## src/sv/lzd_pkg.sv

```systemverilog
// Package for the LZSS decoder: shared types, codes and default sizes.
// No dependencies; the sequencer, the result stage, the top level and the testbench import it.
`default_nettype none

package lzd_pkg;

   localparam int OFFSET_BITS_DEF = 11;
   localparam int LENGTH_BITS_DEF = 4;
   localparam int BYTE_BITS       = 8;
   localparam int SIZE_BITS       = 31;
   localparam logic [7:0] SPACE_CHAR = 8'h20;

   typedef enum logic [1:0] {
      STAT_OK    = 2'd0,
      STAT_OVF   = 2'd1,
      STAT_SHORT = 2'd2
   } status_type;

   typedef enum logic [1:0] {
      PH_FLAG,
      PH_LIT,
      PH_PAIR
   } phase_type;

   typedef enum logic [2:0] {
      S_IDLE,
      S_BIT,
      S_PUT,
      S_READ,
      S_COPY,
      S_FIN,
      S_LAST
   } state_type;

   typedef struct packed {
      logic [7:0] data;
      logic       has;
      logic       done;
      status_type status;
   } result_type;

   typedef struct packed {
      logic       push;
      logic       flush;
      result_type res;
   } out_ctl_type;

endpackage

`default_nettype wire

```

## src/sv/lzd_out.sv

```systemverilog
// Result stage of the LZSS decoder: one staging slot plus the output register.
// The staging slot lets the last result of a request be marked once it is known.
// Depends on lzd_pkg.
`default_nettype none

module lzd_out (
   input  wire logic                 clock,
   input  wire logic                 reset,
   input  wire lzd_pkg::out_ctl_type ctl,
   output      logic                 ready,
   output      logic                 rsp_valid,
   input  wire logic                 rsp_ready,
   output      logic [7:0]           rsp_data_byte,
   output      logic                 rsp_has_byte,
   output      logic                 rsp_run_last,
   output      logic                 rsp_stream_done,
   output      logic [1:0]           rsp_status
);
   import lzd_pkg::*;

   logic       pend_v_ff, pend_v_in;
   result_type pend_ff, pend_in;
   logic       out_v_ff, out_v_in;
   result_type out_ff, out_in;
   logic       last_ff, last_in;
   logic       out_free;

   assign out_free = !out_v_ff || rsp_ready;
   assign ready    = !pend_v_ff || out_free;

   always_comb begin
      pend_v_in = pend_v_ff;
      pend_in   = pend_ff;
      out_v_in  = out_v_ff && !rsp_ready;
      out_in    = out_ff;
      last_in   = last_ff;
      if (ready && (ctl.push || ctl.flush)) begin
         if (pend_v_ff) begin
            out_in   = pend_ff;
            out_v_in = 1'b1;
            last_in  = ctl.flush;
         end
         if (ctl.push) begin
            pend_in   = ctl.res;
            pend_v_in = 1'b1;
         end else begin
            pend_v_in = 1'b0;
         end
      end
   end

   always_ff @(posedge clock) begin
      if (reset) begin
         pend_v_ff <= 1'b0;
         out_v_ff  <= 1'b0;
      end else begin
         pend_v_ff <= pend_v_in;
         out_v_ff  <= out_v_in;
      end
   end

   always_ff @(posedge clock) begin
      pend_ff <= pend_in;
      out_ff  <= out_in;
      last_ff <= last_in;
   end

   assign rsp_valid       = out_v_ff;
   assign rsp_data_byte   = out_ff.data;
   assign rsp_has_byte    = out_ff.has;
   assign rsp_run_last    = last_ff;
   assign rsp_stream_done = out_ff.done;
   assign rsp_status      = out_ff.status;

endmodule

`default_nettype wire

```

## config.mk

```make
export PLATFORM = sky130hd
export DESIGN_NAME = lzd_out
export DESIGN_NICKNAME = d
export VERILOG_FILES = /design/src/sv/lzd_pkg.sv /design/src/sv/lzd_out.sv
export SDC_FILE = /design/constraint.sdc
export NUM_CORES = 1
export LEC_CHECK = 0
export BUFFER_PORTS_ARGS = -buffer_cell sky130_fd_sc_hd__buf_2
export CAP_MARGIN = 0
export CORE_ASPECT_RATIO = 1.5
export CORE_MARGIN = 5
export CORE_UTILIZATION = 41
export CTS_CLUSTER_DIAMETER = 150
export CTS_CLUSTER_SIZE = 16
export DETAILED_ROUTE_END_ITERATION = 8
export PLACE_DENSITY = 0.71
export SYNTH_ARGS = -nofsm -noshare
export SYNTH_HDL_FRONTEND = slang
export SYNTH_SLANG_ARGS = --single-unit
```

## constraint.sdc

```tcl
create_clock -name clock -period 1.5 [get_ports clock]
set_input_delay 0.15 -clock clock [delete_from_list [all_inputs] [get_ports clock]]
set_output_delay 0.15 -clock clock [all_outputs]
set_load 0.05 [all_outputs]
```

==> results.cfg <==
[status]
status = completed

[floorplanning]
start_util_pct = 42.3
io_pins = 32
die-width_um = 47.3
die_height_um = 66.0
coreArea_um2 = 2030
fp.dieArea_um2 = 3120
fp-row-count = 20

[cells_and_area]
finalNonFillerCells = 109
syn2layout_area_growth_pct = 42.2
most-common-layout-cells = 31 x buf_2, 25 x edfxtp_1, 13 x dlygate4sd3_1
diodes = 0
drive_gt1_share_pct = 47.1
final_net_count = 105
final_common_cell = buf_2
final_cell_area_um2 = 1220

[sta]
period_share_pct = 91.0
hold_viol_final = 0
slew_headroom_pct = 79.7
slew_violations = 0
setup_viol = 0
tightest_slew_ps = 301
fmax_mhz = 732
fin_crit_ps = 1370
finalClockSkew_ps = 1.74
rsz0062_at_grt = no

[power_and_ir_drop]
power.density_nw_per_um2 = 1100
total_power_uw = 1340
peakVddDrop_uv = 670
cellLeakagePower_uw = 0.000488

[cts]
htree_levels = 1
cts_tree = built
cts_sinks = 27
insertion_delay_ps = 310
path_clk_slew_ps = 130
cts_root_buf = clkbuf_4
numCtsBuffers = 3
cts_buffer_depth = 2
post_cts_buffers = 0

[routing]
num_vias = 498
firstDrtPassIters = 2
wl_um = 1510
wl_per_cell_um = 13.9
drc = 0
dr.first_iter.drc_count = 9
avgViaCountPerCell = 4.57
postRouteAntennaNets = 0

[placement]
dp_cells = 92
portBuffers = 31
dp_hpwl_um = 1080
place_area_um2 = 1060
gp_congestion = 0.584

[setup_path]
crit_required_ps = 1350
path_buf_inv = 1
worst-path-max-fanout = 3
path_class = reg2out
max_stage_delay_ps = 360
reg2reg_slack_ps = 300
critPathTopFamily = flip-flops
crit_path_top_delay_cell = dfxtp_1
crit_arrival_ps = 1220
cp-start-kind = flop
worstPathCellList = and2b_1, nand2_1, buf_2
cp-end-kind = primary output

[synthesis]
synth_seq_cells = 27
syn_nets = 54
syn_area_um2 = 857
synthCells = 37
yosys_warnings = 0
syn_area_per_cell_um2 = 23.2
yosysUniqueCellTypes = 10
ys_seq_area_share_pct = 92.3

[global_routing]
antenna_found_initial = 0
grt.overflow.total = 0
grt_pass1_wl_um = 2140
grt_start_max_net_pins = 16
grt_pass1_vias = 441
grt_util_all_layers_pct = 10.3

[flow_run]
maxCapViolCount = 0

[min_path]
hp-class = in2reg
## cell type report
| class | instances | area [µm²] |
|---|---|---|
| fill | 158 | 808 |
| sequential | 27 | 791 |
| timing repair buffer | 46 | 300 |
| multi-input combinational | 9 | 68.8 |
| tap | 22 | 27.5 |
| clock buffer | 3 | 22.5 |
| clock inverter | 1 | 5.00 |
| inverter | 1 | 3.75 |
## state kept, by name, indices dropped and copies added (netlist names)
name             count
rsp_stream_done      1
rsp_run_last         1
rsp_status           2
pend_ff             12
rsp_data_byte        8
rsp_valid            1
rsp_has_byte         1
pend_v_ff            1
## cell usage after synthesis
| cell | n | area [µm²] |
|---|---|---|
| inv_1 | 1 | 3.75 |
| dfxtp_1 | 2 | 40.0 |
| nand2_1 | 1 | 3.75 |
| nor2_1 | 2 | 7.51 |
| a311oi_2 | 1 | 15.0 |
| edfxtp_1 | 25 | 751 |
| and2b_1 | 1 | 7.51 |
| nand2b_4 | 1 | 13.8 |
| a21oi_1 | 2 | 10.0 |
| o21ai_0 | 1 | 5.00 |
## per-stage QoR
step	TNS (ps)	hold WS (ps)	setup WS [ps]	utilization, %
floorplan	-1440	218	-67.0	-
global placement	0	329	355	52.3
detailed placement	0	329	311	52.3
CTS	0	4.08	126	55.7
global route	0	31.0	44.6	60.1
finish	0	56.1	135	60.1
## cell families after synthesis
| kind of cell | count (synthesis) | synth area share [%] |
|---|---|---|
| AOI/OAI and AO/OA | 4 | 3.50 |
| buffers and inverters | 1 | 0.438 |
| DFF | 27 | 92.3 |
| and+or+nand+nor | 5 | 3.80 |
## worst reg2reg max path, stage by stage, from the launching register on
cell and delay [ps]:
dfxtp_1 360, and2b_1 210, a21oi_2 140, buf_4 210
## worst paths after layout
path | from | end | depth (start not counted)
min | ctl[12] | rsp_run_last | 1
max reg2reg | rsp_valid | pend_ff[8] | 3
min reg2reg | pend_ff[0] | rsp_status[0] | 0
max | rsp_valid | ready | 3
## power breakdown
part | leakage (µW) | switching (µW) | internal, µW
logic | 0.000216 | 100 | 58.9
clock network | 0.0000177 | 198 | 99.6
registers | 0.000254 | 11.8 | 867
total | 0.000488 | 310 | 1030
## metal layers
metal	wire length, µm	vias up	GRT usage, %
met5	0	-	0
met4	34	0	8.30
met3	100	2	2.72
met2	751	20	14.1
met1	628	233	13.0
li1	-	243	-
## repair_timing
action                                 in CTS  in global routing
hold buffers                                4                  9
resized for setup                           0                  0
endpoints found under the hold margin       4                  9
Power figures use the tool's default switching activity.
