[config.mk]
export PLATFORM = sky130hd
export DESIGN_NAME = lzd_core
export DESIGN_NICKNAME = d
export VERILOG_FILES = /design/src/sv/lzd_pkg.sv /design/src/sv/lzd_core.sv
export SDC_FILE = /design/constraint.sdc
export NUM_CORES = 1
export LEC_CHECK = 0
export BUFFER_PORTS_ARGS = -buffer_cell sky130_fd_sc_hd__buf_2
export CAP_MARGIN = 15
export CORE_UTILIZATION = 40
export CTS_CLUSTER_SIZE = 25
export DETAILED_ROUTE_END_ITERATION = 12
export GPL_TIMING_DRIVEN = 0
export PLACE_DENSITY = 0.68
export SYNTH_ARGS = -nofsm -noshare
export SYNTH_HDL_FRONTEND = slang
export SYNTH_SLANG_ARGS = --single-unit
[constraint.sdc]
create_clock -name clock -period 3 [get_ports clock]
set_input_delay 0.15 -clock clock [delete_from_list [all_inputs] [get_ports clock]]
set_output_delay 0.15 -clock clock [all_outputs]
set_load 0.02 [all_outputs]
[src/sv/lzd_pkg.sv]
// Package for the LZSS decoder: shared types, codes and default sizes.
// No dependencies; the sequencer, the result stage, the top level and the testbench import it.
`default_nettype none

package lzd_pkg;

   localparam int OFFSET_BITS_DEF = 11;
   localparam int LENGTH_BITS_DEF = 4;
   localparam int BYTE_BITS       = 8;
   localparam int SIZE_BITS       = 31;
   localparam logic [7:0] SPACE_CHAR = 8'h20;

   typedef enum logic [1:0] {
      STAT_OK    = 2'd0,
      STAT_OVF   = 2'd1,
      STAT_SHORT = 2'd2
   } status_type;

   typedef enum logic [1:0] {
      PH_FLAG,
      PH_LIT,
      PH_PAIR
   } phase_type;

   typedef enum logic [2:0] {
      S_IDLE,
      S_BIT,
      S_PUT,
      S_READ,
      S_COPY,
      S_FIN,
      S_LAST
   } state_type;

   typedef struct packed {
      logic [7:0] data;
      logic       has;
      logic       done;
      status_type status;
   } result_type;

   typedef struct packed {
      logic       push;
      logic       flush;
      result_type res;
   } out_ctl_type;

endpackage

`default_nettype wire

[src/sv/lzd_core.sv]
// Bit sequencer of the LZSS decoder: token parsing, copy loop, counters and status.
// Drives the history RAM and the result stage. Depends on lzd_pkg.
`default_nettype none

module lzd_core #(
   parameter int OFFSET_BITS = lzd_pkg::OFFSET_BITS_DEF,
   parameter int LENGTH_BITS = lzd_pkg::LENGTH_BITS_DEF
) (
   input  wire logic                         clock,
   input  wire logic                         reset,
   input  wire logic                         req_valid,
   output      logic                         req_ready,
   input  wire logic [7:0]                   req_compressed_byte,
   input  wire logic                         req_stream_start,
   input  wire logic                         req_stream_end,
   input  wire logic                         csr_valid,
   output      logic                         csr_ready,
   input  wire logic [lzd_pkg::SIZE_BITS-1:0] csr_expected_size,
   output      logic                         mem_wr_en,
   output      logic [OFFSET_BITS-1:0]       mem_wr_addr,
   output      logic [7:0]                   mem_wr_data,
   output      logic                         mem_rd_en,
   output      logic [OFFSET_BITS-1:0]       mem_rd_addr,
   input  wire logic [7:0]                   mem_rd_data,
   output      lzd_pkg::out_ctl_type         out_ctl,
   input  wire logic                         out_ready
);
   import lzd_pkg::*;

   localparam int TOK_BITS = OFFSET_BITS + LENGTH_BITS;
   localparam int NEED_W   = $clog2(TOK_BITS + 1);
   localparam int WIN_SIZE = 2**OFFSET_BITS;
   localparam logic [OFFSET_BITS-1:0] FILL_POS =
      OFFSET_BITS'(WIN_SIZE - (2**LENGTH_BITS) - 1);
   localparam logic [OFFSET_BITS:0] FILL_FULL = (OFFSET_BITS+1)'(WIN_SIZE);

   state_type              state_ff, state_in;
   phase_type              phase_ff, phase_in;
   logic [7:0]             byte_ff, byte_in;
   logic                   end_ff, end_in;
   logic [3:0]             bits_left_ff, bits_left_in;
   logic [TOK_BITS-1:0]    tok_ff, tok_in;
   logic [NEED_W-1:0]      need_ff, need_in;
   logic [OFFSET_BITS-1:0] wpos_ff, wpos_in;
   logic [OFFSET_BITS:0]   fill_ff, fill_in;
   logic [SIZE_BITS-1:0]   written_ff, written_in;
   logic                   err_ff, err_in;
   logic [SIZE_BITS-1:0]   exp_ff, exp_in;
   logic [OFFSET_BITS-1:0] src_ff, src_in;
   logic [LENGTH_BITS:0]   left_ff, left_in;
   logic                   hit_ff, hit_in;
   logic [7:0]             dflt_ff, dflt_in;

   logic                   do_put;
   logic [7:0]             put_data;
   logic                   ovf;
   logic                   bit_now;
   logic [TOK_BITS-1:0]    tok_next;
   logic [OFFSET_BITS-1:0] rel;
   state_type              after_tok;

   assign ovf       = written_ff >= exp_ff;
   assign bit_now   = byte_ff[7];
   assign tok_next  = {tok_ff[TOK_BITS-2:0], bit_now};
   assign rel       = src_ff - FILL_POS;
   assign after_tok = (bits_left_ff == 4'd0) ? S_FIN : S_BIT;
   assign csr_ready = 1'b1;

   always_comb begin
      state_in     = state_ff;
      phase_in     = phase_ff;
      byte_in      = byte_ff;
      end_in       = end_ff;
      bits_left_in = bits_left_ff;
      tok_in       = tok_ff;
      need_in      = need_ff;
      wpos_in      = wpos_ff;
      fill_in      = fill_ff;
      written_in   = written_ff;
      err_in       = err_ff;
      exp_in       = exp_ff;
      src_in       = src_ff;
      left_in      = left_ff;
      hit_in       = hit_ff;
      dflt_in      = dflt_ff;
      req_ready    = 1'b0;
      mem_wr_en    = 1'b0;
      mem_wr_addr  = wpos_ff;
      mem_wr_data  = 8'd0;
      mem_rd_en    = 1'b0;
      mem_rd_addr  = src_ff;
      out_ctl      = '0;
      do_put       = 1'b0;
      put_data     = 8'd0;

      if (csr_valid) begin
         exp_in = csr_expected_size;
      end

      unique case (state_ff)
         S_IDLE: begin
            req_ready = 1'b1;
            if (req_valid) begin
               byte_in      = req_compressed_byte;
               end_in       = req_stream_end;
               bits_left_in = 4'(BYTE_BITS);
               if (req_stream_start) begin
                  wpos_in    = FILL_POS;
                  fill_in    = '0;
                  tok_in     = '0;
                  need_in    = NEED_W'(1);
                  phase_in   = PH_FLAG;
                  written_in = '0;
                  err_in     = 1'b0;
               end
               state_in = S_BIT;
            end
         end
         S_BIT: begin
            if (err_ff) begin
               state_in = S_FIN;
            end else begin
               byte_in      = {byte_ff[6:0], 1'b0};
               bits_left_in = bits_left_ff - 4'd1;
               state_in     = (bits_left_ff == 4'd1) ? S_FIN : S_BIT;
               if (phase_ff == PH_FLAG) begin
                  tok_in = '0;
                  if (bit_now) begin
                     phase_in = PH_LIT;
                     need_in  = NEED_W'(BYTE_BITS);
                  end else begin
                     phase_in = PH_PAIR;
                     need_in  = NEED_W'(TOK_BITS);
                  end
               end else begin
                  tok_in  = tok_next;
                  need_in = need_ff - NEED_W'(1);
                  if (need_ff == NEED_W'(1)) begin
                     // Token complete: emit a literal or start the copy.
                     phase_in = PH_FLAG;
                     need_in  = NEED_W'(1);
                     if (phase_ff == PH_LIT) begin
                        state_in = S_PUT;
                     end else begin
                        src_in   = tok_next[TOK_BITS-1:LENGTH_BITS];
                        left_in  = {1'b0, tok_next[LENGTH_BITS-1:0]} + (LENGTH_BITS+1)'(2);
                        state_in = S_READ;
                     end
                  end
               end
            end
         end
         S_PUT: begin
            do_put   = 1'b1;
            put_data = tok_ff[7:0];
            if (out_ready) begin
               state_in = ovf ? S_FIN : after_tok;
            end
         end
         S_READ: begin
            mem_rd_en = 1'b1;
            hit_in    = {1'b0, rel} < fill_ff;
            dflt_in   = (src_ff < FILL_POS) ? SPACE_CHAR : 8'd0;
            state_in  = S_COPY;
         end
         S_COPY: begin
            do_put   = 1'b1;
            put_data = hit_ff ? mem_rd_data : dflt_ff;
            if (out_ready) begin
               if (ovf || left_ff == (LENGTH_BITS+1)'(1)) begin
                  state_in = ovf ? S_FIN : after_tok;
               end else begin
                  left_in  = left_ff - (LENGTH_BITS+1)'(1);
                  src_in   = src_ff + OFFSET_BITS'(1);
                  state_in = S_READ;
               end
            end
         end
         S_FIN: begin
            if (!end_ff) begin
               state_in = S_LAST;
            end else if (out_ready) begin
               out_ctl.push       = 1'b1;
               out_ctl.res.done   = 1'b1;
               if (err_ff) begin
                  out_ctl.res.status = STAT_OVF;
               end else if (written_ff == exp_ff) begin
                  out_ctl.res.status = STAT_OK;
               end else begin
                  out_ctl.res.status = STAT_SHORT;
               end
               wpos_in    = FILL_POS;
               fill_in    = '0;
               tok_in     = '0;
               need_in    = NEED_W'(1);
               phase_in   = PH_FLAG;
               written_in = '0;
               err_in     = 1'b0;
               state_in   = S_LAST;
            end
         end
         S_LAST: begin
            out_ctl.flush = 1'b1;
            if (out_ready) begin
               state_in = S_IDLE;
            end
         end
         default: begin
            state_in = S_IDLE;
         end
      endcase

      if (do_put && out_ready) begin
         out_ctl.push = 1'b1;
         if (ovf) begin
            out_ctl.res.status = STAT_OVF;
            err_in             = 1'b1;
         end else begin
            out_ctl.res.data = put_data;
            out_ctl.res.has  = 1'b1;
            mem_wr_en        = 1'b1;
            mem_wr_data      = put_data;
            wpos_in          = wpos_ff + OFFSET_BITS'(1);
            written_in       = written_ff + SIZE_BITS'(1);
            if (fill_ff != FILL_FULL) begin
               fill_in = fill_ff + (OFFSET_BITS+1)'(1);
            end
         end
      end
   end

   always_ff @(posedge clock) begin
      if (reset) begin
         state_ff   <= S_IDLE;
         phase_ff   <= PH_FLAG;
         need_ff    <= NEED_W'(1);
         tok_ff     <= '0;
         wpos_ff    <= FILL_POS;
         fill_ff    <= '0;
         written_ff <= '0;
         err_ff     <= 1'b0;
         exp_ff     <= '0;
      end else begin
         state_ff   <= state_in;
         phase_ff   <= phase_in;
         need_ff    <= need_in;
         tok_ff     <= tok_in;
         wpos_ff    <= wpos_in;
         fill_ff    <= fill_in;
         written_ff <= written_in;
         err_ff     <= err_in;
         exp_ff     <= exp_in;
      end
   end

   always_ff @(posedge clock) begin
      byte_ff      <= byte_in;
      end_ff       <= end_in;
      bits_left_ff <= bits_left_in;
      src_ff       <= src_in;
      left_ff      <= left_in;
      hit_ff       <= hit_in;
      dflt_ff      <= dflt_in;
   end

`ifndef SYNTHESIS
   a_fill_bound: assert property (@(posedge clock) disable iff (reset)
      fill_ff <= FILL_FULL)
      else $error("history fill count ran past the window size");

   a_copy_after_read: assert property (@(posedge clock) disable iff (reset)
      state_ff == S_COPY |-> $past(state_ff) == S_READ || $past(state_ff) == S_COPY)
      else $error("copy step without a preceding history read");

   a_bit_has_bits: assert property (@(posedge clock) disable iff (reset)
      state_ff == S_BIT && !err_ff |-> bits_left_ff != 4'd0)
      else $error("bit step with no bits left in the request");

   a_no_write_after_err: assert property (@(posedge clock) disable iff (reset)
      err_ff && state_ff != S_FIN && !(state_ff == S_IDLE && req_valid && req_stream_start)
      |=> written_ff == $past(written_ff))
      else $error("byte count moved after an overflow");
`endif

endmodule

`default_nettype wire

==> run metrics, run 1 <==
run status completed; Pwr Density 474 nW/um2; Int Power 3.46 mW; Psw 1.28 mW; Core ar. 18800 um2; Starting Density 41.1%; number of nets in the layout 1168; sequential power share 43.7%; met1 Use GR 26.8%; delay-heaviest family, CP compound AO/OA/AOI/OAI gates; #FFs+latches synth 140; cell total after placement 1246; wire per inst 15.5 um; max incr delay on CP 0.49 ns; YS warnings 0; fin. max-slew vios 0; worst setup path startpoint exp_ff[14]; CP Class reg -> out; H-tree depth 4; Root Driver clkbuf_16; r2r startpoint written_ff[26]; area leader, netlist dfxtp_1; Area growth syn-to-layout 29.3%; worst setup path end out_ctl[4]; Seq/Total Area, Yosys 40.3%; row count 50; I/O Pins 102; clock power share 44.1%; final worst path period share 98.1%; Synth top area share 28.2%; total power 4.74 mW; most used routing layer met2; fin area 9990 um2; Die Y-Extent 141 um; Leakage Power 4.08 nW; worst path arrival time 2.79 ns; vias per std cell 5.31; share of cells above drive strength 1 20.5%; synthesized area 7730 um2; first-pass GRT wire length 33100 um; Worst Clk Skew 0.00732 ns; # DRC 0; slew margin rel. 48.7%; DR iter-0 viols 388; synthesized area per cell 8.71 um2; slowest CP cell a2111o_1; clock-pin slew on the worst setup and hold paths 0.06 ns; Register-to-Register Setup Slack 0.13 ns; EDFF count, synth 31; vias in the first global route 6768; CTS tree done; Switching Share 27.0%; Detailed Route WL 20700 um; asr flop ratio synth 0%; largest cells by area after synthesis dfxtp_1, edfxtp_1, ha_1; largest net degree at the start of global routing 17; r2r endpoint fill_ff[11]; Cells after Synth 888; Crit. End Element primary output; M3 GR Usage 4.79%; DRT antenna net count 0; clock sink count 140; max_cap viols 0; Critical Path RT 2.85 ns; grt total ovfl 0; placer congestion estimate 0.877; Peak supply drop 0.388 mV; Syn Nets 995; Worst R2R Path Depth 10; aggregate global-route resource usage 21.1%; Main synth FF type dfxtp_1; clk buf depth 2; Worst-Margin Slew 0.770 ns; Min-Delay Path Class in -> reg; Final min period 2.94 ns; logic depth of the worst setup path including buffers 11; first-pass iteration count of the detailed router 4; Post-DP HPWL 14300 um; TritonCTS buffer count 17; DIE AREA 19900 um2; Final Non-Filler Cells 1335; crit path max fanout 6; hold_ws 0.100 ns; Startpoint Class flop; Comb power frac 12.2%; initial antenna violation count 1; Placement Cell Area 8550 um2; via count 7084; f_max 340 MHz; met2 GRT Util 34.6%; Horiz. Die Dim 141 um; fin worst setup slack 0.0564 ns; Setup-failing EPs final 0; Skew-Pair Late Insertion Delay 0.43 ns; number of buffers and inverters on the critical path 5; CP cell instances inv_1, ha_1, and4_1, a2111o_1, o21ai_4, buf_12, nand2_8, clkbuf_16, nor2_4, buf_4, buf_6; DP Worst Slack -0.325 ns; final hold vios 0; PortBufs 98; RSZ-0062 raised after global routing yes; Netlist cell types 66
==> routing by layer <==
layer  up-vias  part of all wire (%)
met1      3391                    46
met5         -                     0
met3        32                   4.4
met2       153                    48
li1       3508                     -
met4         0                   1.9
==> state kept, by name, summed over array words and instances (netlist names), 3 cells and up <==
name and flops:
fill_ff 12, exp_ff 31, left_ff 5, written_ff 31, mem_wr_addr 11, bits_left_ff 4
mem_rd_addr 11, byte_ff 8, state_ff 3, tok_ff 14, need_ff 4
==> synth_stat cells (5+ instances only) <==
library cell,count
and2_1,7
nand4_1,16
edfxtp_1,31
and4_1,14
and3_1,14
buf_4,10
nor3_1,13
nand3_1,28
mux2i_1,33
o21ai_0,45
a21oi_1,35
nor4b_1,5
or3_1,14
dfxtp_1,109
o41ai_1,7
buf_2,6
xor2_1,15
ha_1,53
clkbuf_1,27
xnor2_1,24
nor2_1,106
o211ai_1,8
buf_1,6
inv_1,56
nor4_1,8
nand2_1,98
a22oi_1,24
o21a_1,5
==> worst min path at each step <==
stage | from | end | slack [ns] | cells after the start
3_3_place_gp | req_stream_end | end_ff | 0.36 | 1
6_report | csr_valid | exp_ff[30] | 0.1 | 3
3_5_place_dp | req_stream_end | end_ff | 0.37 | 1
4_1_cts | req_compressed_byte[3] | byte_ff[3] | 0.003 | 3
5_1_grt | csr_valid | exp_ff[30] | 0.13 | 3
2_1_floorplan | req_stream_end | end_ff | 0.25 | 0
==> cell usage in the layout, fill, tap and decap left out, types with 14 or more instances in the layout <==
cell type,synthesis,routed
inv_1,56,56
edfxtp_1,31,31
buf_4,10,27
clkbuf_1,27,26
or3_1,14,14
a22oi_1,24,23
dfxtp_2,0,15
a21oi_1,35,33
xnor2_1,24,24
xor2_1,15,15
dlygate4sd3_1,0,40
dfxtp_1,109,93
ha_1,53,49
nor2_1,106,98
nand3_1,28,26
nand4_1,16,16
mux2i_1,33,33
nand2_1,98,96
o21ai_0,45,43
buf_2,6,94
clkbuf_16,0,19
==> per-stage QoR <==
stage               utilization, %  TNS [ns]
floorplan                        -         0
global placement              45.4     -4.61
CTS                           51.8         0
detailed placement            45.4     -5.29
global route                  53.1    -0.110
finish                        53.1         0
==> power groups by stage <==
stage / Sequential [mW] / Clock, mW / Combinational, mW
6_report: 2.07 / 2.09 / 0.579
5_1_grt: 2.08 / 2.20 / 0.645
4_1_cts: 2.07 / 2.12 / 0.560
3_5_place_dp: 2.11 / 0 / 0.493
3_3_place_gp: 2.11 / 0 / 0.486
2_1_floorplan: 2.11 / 0 / 0.332
==> area by class of cell <==
type	count	area, um2
Inverter	57	215
Tap cell	260	325
Clock inverter	14	138
Fill cell	1753	8840
Clock buffer	18	450
Buffer	49	267
Antenna cell	1	2.50
Sequential cell	140	3140
Multi-Input combinational cell	643	4400
Timing Repair Buffer	153	1060
==> logic make-up after synthesis <==
kind of cell	synth area share, %
adder cells (fa/ha/maj)	8.58
multiplexers	4.42
XOR/XNOR	4.42
other	0.0485
buffers and inverters	5.73
flip-flops	40.3
AO/OA/AOI/OAI	14.0
AND/OR/NAND/NOR	22.6
==> tightest hold or removal path, stage by stage <==
cell      delay, ns
clkbuf_1       0.14
mux2i_1        0.14
nor2_1         0.07
==> what timing repair did <==
action                                  in CTS  in global routing
resized for setup                           40                 41
pin swaps                                    5                 12
endpoints found under the setup margin      35                 49
buffers inserted                             5                  9
gates cloned                                 2                  0
hold buffers                                39                  1
endpoints found under the hold margin       39                  1
(Power assumes the default switching activity.)
==> run 2, diff against run 1 <==
--- a/config.mk
+++ b/config.mk
@@ -7,11 +7,14 @@
 export LEC_CHECK = 0
 export BUFFER_PORTS_ARGS = -buffer_cell sky130_fd_sc_hd__buf_2
 export CAP_MARGIN = 15
-export CORE_UTILIZATION = 40
+export CELL_PAD_IN_SITES_DETAIL_PLACEMENT = 1
+export CELL_PAD_IN_SITES_GLOBAL_PLACEMENT = 2
+export CORE_UTILIZATION = 35
 export CTS_CLUSTER_SIZE = 25
 export DETAILED_ROUTE_END_ITERATION = 12
+export GPL_ROUTABILITY_DRIVEN = 0
 export GPL_TIMING_DRIVEN = 0
-export PLACE_DENSITY = 0.68
+export PLACE_DENSITY = 0.88
 export SYNTH_ARGS = -nofsm -noshare
 export SYNTH_HDL_FRONTEND = slang
 export SYNTH_SLANG_ARGS = --single-unit
==> run 2 against run 1 <==
Compared with the run above: largest power group unchanged; worst hold slack worse by 0.078 ns; combinational power grew 2%; clock power increased by 6%; utilization is 7.1 points lower; routed wire length up 12%; largest cell class unchanged; fmax up 0.66%; clock skew grew 0.0030 ns.
==> run metrics, run 2 (synthesis results as in run 1) <==
run status completed; f_max 342 MHz (+0.66%); grt total ovfl 0 (unchanged); clock power share 45.4% (+1.3 points); Int Power 3.59 mW (+3.6%); Hold EP byte_ff[6]; wire per inst 17.0 um (+9.8%); largest net degree at the start of global routing 17 (unchanged); aggregate global-route resource usage 20.9% (-0.22 points); CP Class reg -> out; commonest non-fill, non-tap cells in the layout nor2_1, nand2_1, buf_2; final worst path period share 97.5% (-0.64 points); Comb power frac 12.1% (about the same); worst path arrival time 2.77 ns (-0.02 ns); clock sink count 140 (unchanged); slew margin rel. 45.9% (-2.8 points); Crit. End Element primary output; Worst-Margin Slew 0.800 ns (+0.0301 ns); total negative slack 0 ns (unchanged); Area growth syn-to-layout 29.5%; Min-Delay Path Class in -> reg; Leakage Power 4.11 nW (+0.78%); TritonCTS buffer count 17 (unchanged); fin. max-slew vios 0 (unchanged); CTS tree done; H-tree depth 4 (unchanged); share of cells above drive strength 1 21.0% (+0.48 points); first-pass GRT wire length 36800 um (+11%); Critical Path RT 2.85 ns (about the same); hold_ws 0.0218 ns (-0.0781 ns); n_diodes 0 (-1); Core ar. 21800 um2 (+16%); Skew-Pair Late Insertion Delay 0.42 ns (about the same); slowest CP cell a2111o_1; initial antenna violation count 0 (-1); PortBufs 98 (unchanged); crit path max fanout 5 (-1); vias per std cell 5.27 (-0.76%); Horiz. Die Dim 151 um (+6.8%); Switching Share 26.6% (-0.41 points); fill cell count 2562 (+46%); r2r startpoint written_ff[4]; Psw 1.30 mW (+1.5%); number of nets in the layout 1172 (+0.34%); most frequent CP cell buf_4; Die Y-Extent 151 um (+6.8%); vias in the first global route 7349 (+8.6%); Post-DP HPWL 16200 um (+13%); Setup-failing EPs final 0 (unchanged); row count 54 (+8.0%); top flop regs exp_ff: 31 flops, written_ff: 31 flops, tok_ff: 14 flops; DRT antenna net count 0 (unchanged); Detailed Route WL 23100 um (+12%); first-pass iteration count of the detailed router 4 (unchanged); Final Non-Filler Cells 1358 (+1.7%); CP cell instances ha_1, nand4_1, nor4_4, a2111o_1, o21ai_4, nand2_8, clkbuf_16, nor2_2, buf_4, buf_4; delay-heaviest family, CP compound AO/OA/AOI/OAI gates; via count 7151 (+0.95%); DR iter-0 viols 323 (-17%); Worst R2R Path Depth 10 (unchanged); most common cell after layout, fill and taps aside nor2_1; Final min period 2.92 ns (-0.0192 ns); Worst Clk Skew 0.0103 ns (+0.00297 ns); final hold vios 0 (unchanged); max_cap viols 0 (unchanged); clock-pin slew on the worst setup and hold paths 0.07 ns (about the same); Starting Density 35.5% (-5.5 points); Register-to-Register Setup Slack 0.09 ns (-0.04 ns); DIE AREA 22700 um2 (+14%); Peak supply drop 0.374 mV (-3.6%); Root Driver clkbuf_16; # DRC 0 (unchanged); worst hold start req_compressed_byte[6]; max incr delay on CP 0.44 ns (-0.05 ns); sequential power share 42.5% (-1.2 points); I/O Pins 102 (unchanged); hold path cells 3 (unchanged); worst setup path startpoint written_ff[4]; clk buf depth 2 (unchanged); number of buffers and inverters on the critical path 3 (-2); r2r endpoint mem_rd_addr[1]; cell total after placement 1266 (+1.6%); Startpoint Class flop; Pwr Density 488 nW/um2 (+2.9%)
[run 2: cell types whose count changed in the layout (fill, tap and decap cells not counted), sizes merged, moves of 2 or more]
| cell | change |
|---|---|
| clkinvlp | -2 |
| inv | +4 |
| buf | +6 |
| clkinv | -3 |
| bufinv | +2 |
[run 2: power groups by stage]
stage	Combinational (mW)	Sequential [mW]	Clock (mW)
6_report	0.592	2.08	2.22
3_5_place_dp	0.513	2.12	0
3_3_place_gp	0.499	2.11	0
2_1_floorplan	0.332	2.11	0
4_1_cts	0.581	2.07	2.26
5_1_grt	0.663	2.08	2.36
[run 2: per-layer routing]
layer,track usage (%),up-vias,part of all wire [%]
met4,6.80,0,1.5
li1,-,3503,-
met2,35.4,126,49
met1,26.4,3503,46
met3,4.09,19,3.0
met5,0,-,0
[run 2: timing repair]
item | CTS | global route
gates resized for setup | 45 | 33
gates cloned | 0 | 1
setup endpoints to repair | 43 | 58
hold buffers | 39 | 0
buffers inserted | 5 | 15
hold endpoints to repair | 39 | 0
pin swaps | 5 | 11
[run 2: worst max path at each step]
stage,slack [ns],cells after the start,to
after floorplan,0.27,10,left_ff[0]
after CTS,0.0008,11,out_ctl[6]
after detailed placement,-0.39,9,mem_rd_addr[7]
after global placement,-0.31,9,mem_rd_addr[7]
final,0.08,10,out_ctl[11]
after global routing,-0.05,11,out_ctl[11]
[run 2: layout make-up]
cell class	instances	area (um2)	area share, %
tap	280	350	3.50
buffer	49	272	2.71
sequential	140	3140	31.3
clock inverter	15	184	1.84
clock buffer	17	425	4.25
timing repair buffer	158	1070	10.7
inverter	57	218	2.17
multi-input combinational	642	4350	43.5
[run 2: per-stage QoR]
stage	area, um2	total power [mW]	setup WS (ns)	util (%)
3_5_place_dp	8570	2.63	-0.389	39.4
6_report	10000	4.89	0.0756	46.0
2_1_floorplan	7730	2.44	0.270	-
4_1_cts	9790	4.92	0.000808	45.0
5_1_grt	10000	5.11	-0.0514	46.0
3_3_place_gp	8570	2.61	-0.314	39.4
[run 2: worst register-to-register path, stage by stage, from the launching register on]
cell	delay (ns)
dfxtp_2	0.36
ha_1	0.32
nand4_1	0.20
nor4_4	0.09
a2111o_1	0.44
o21ai_4	0.29
buf_6	0.16
nand3_2	0.14
nor3_4	0.24
o221a_4	0.23
buf_12	0.15
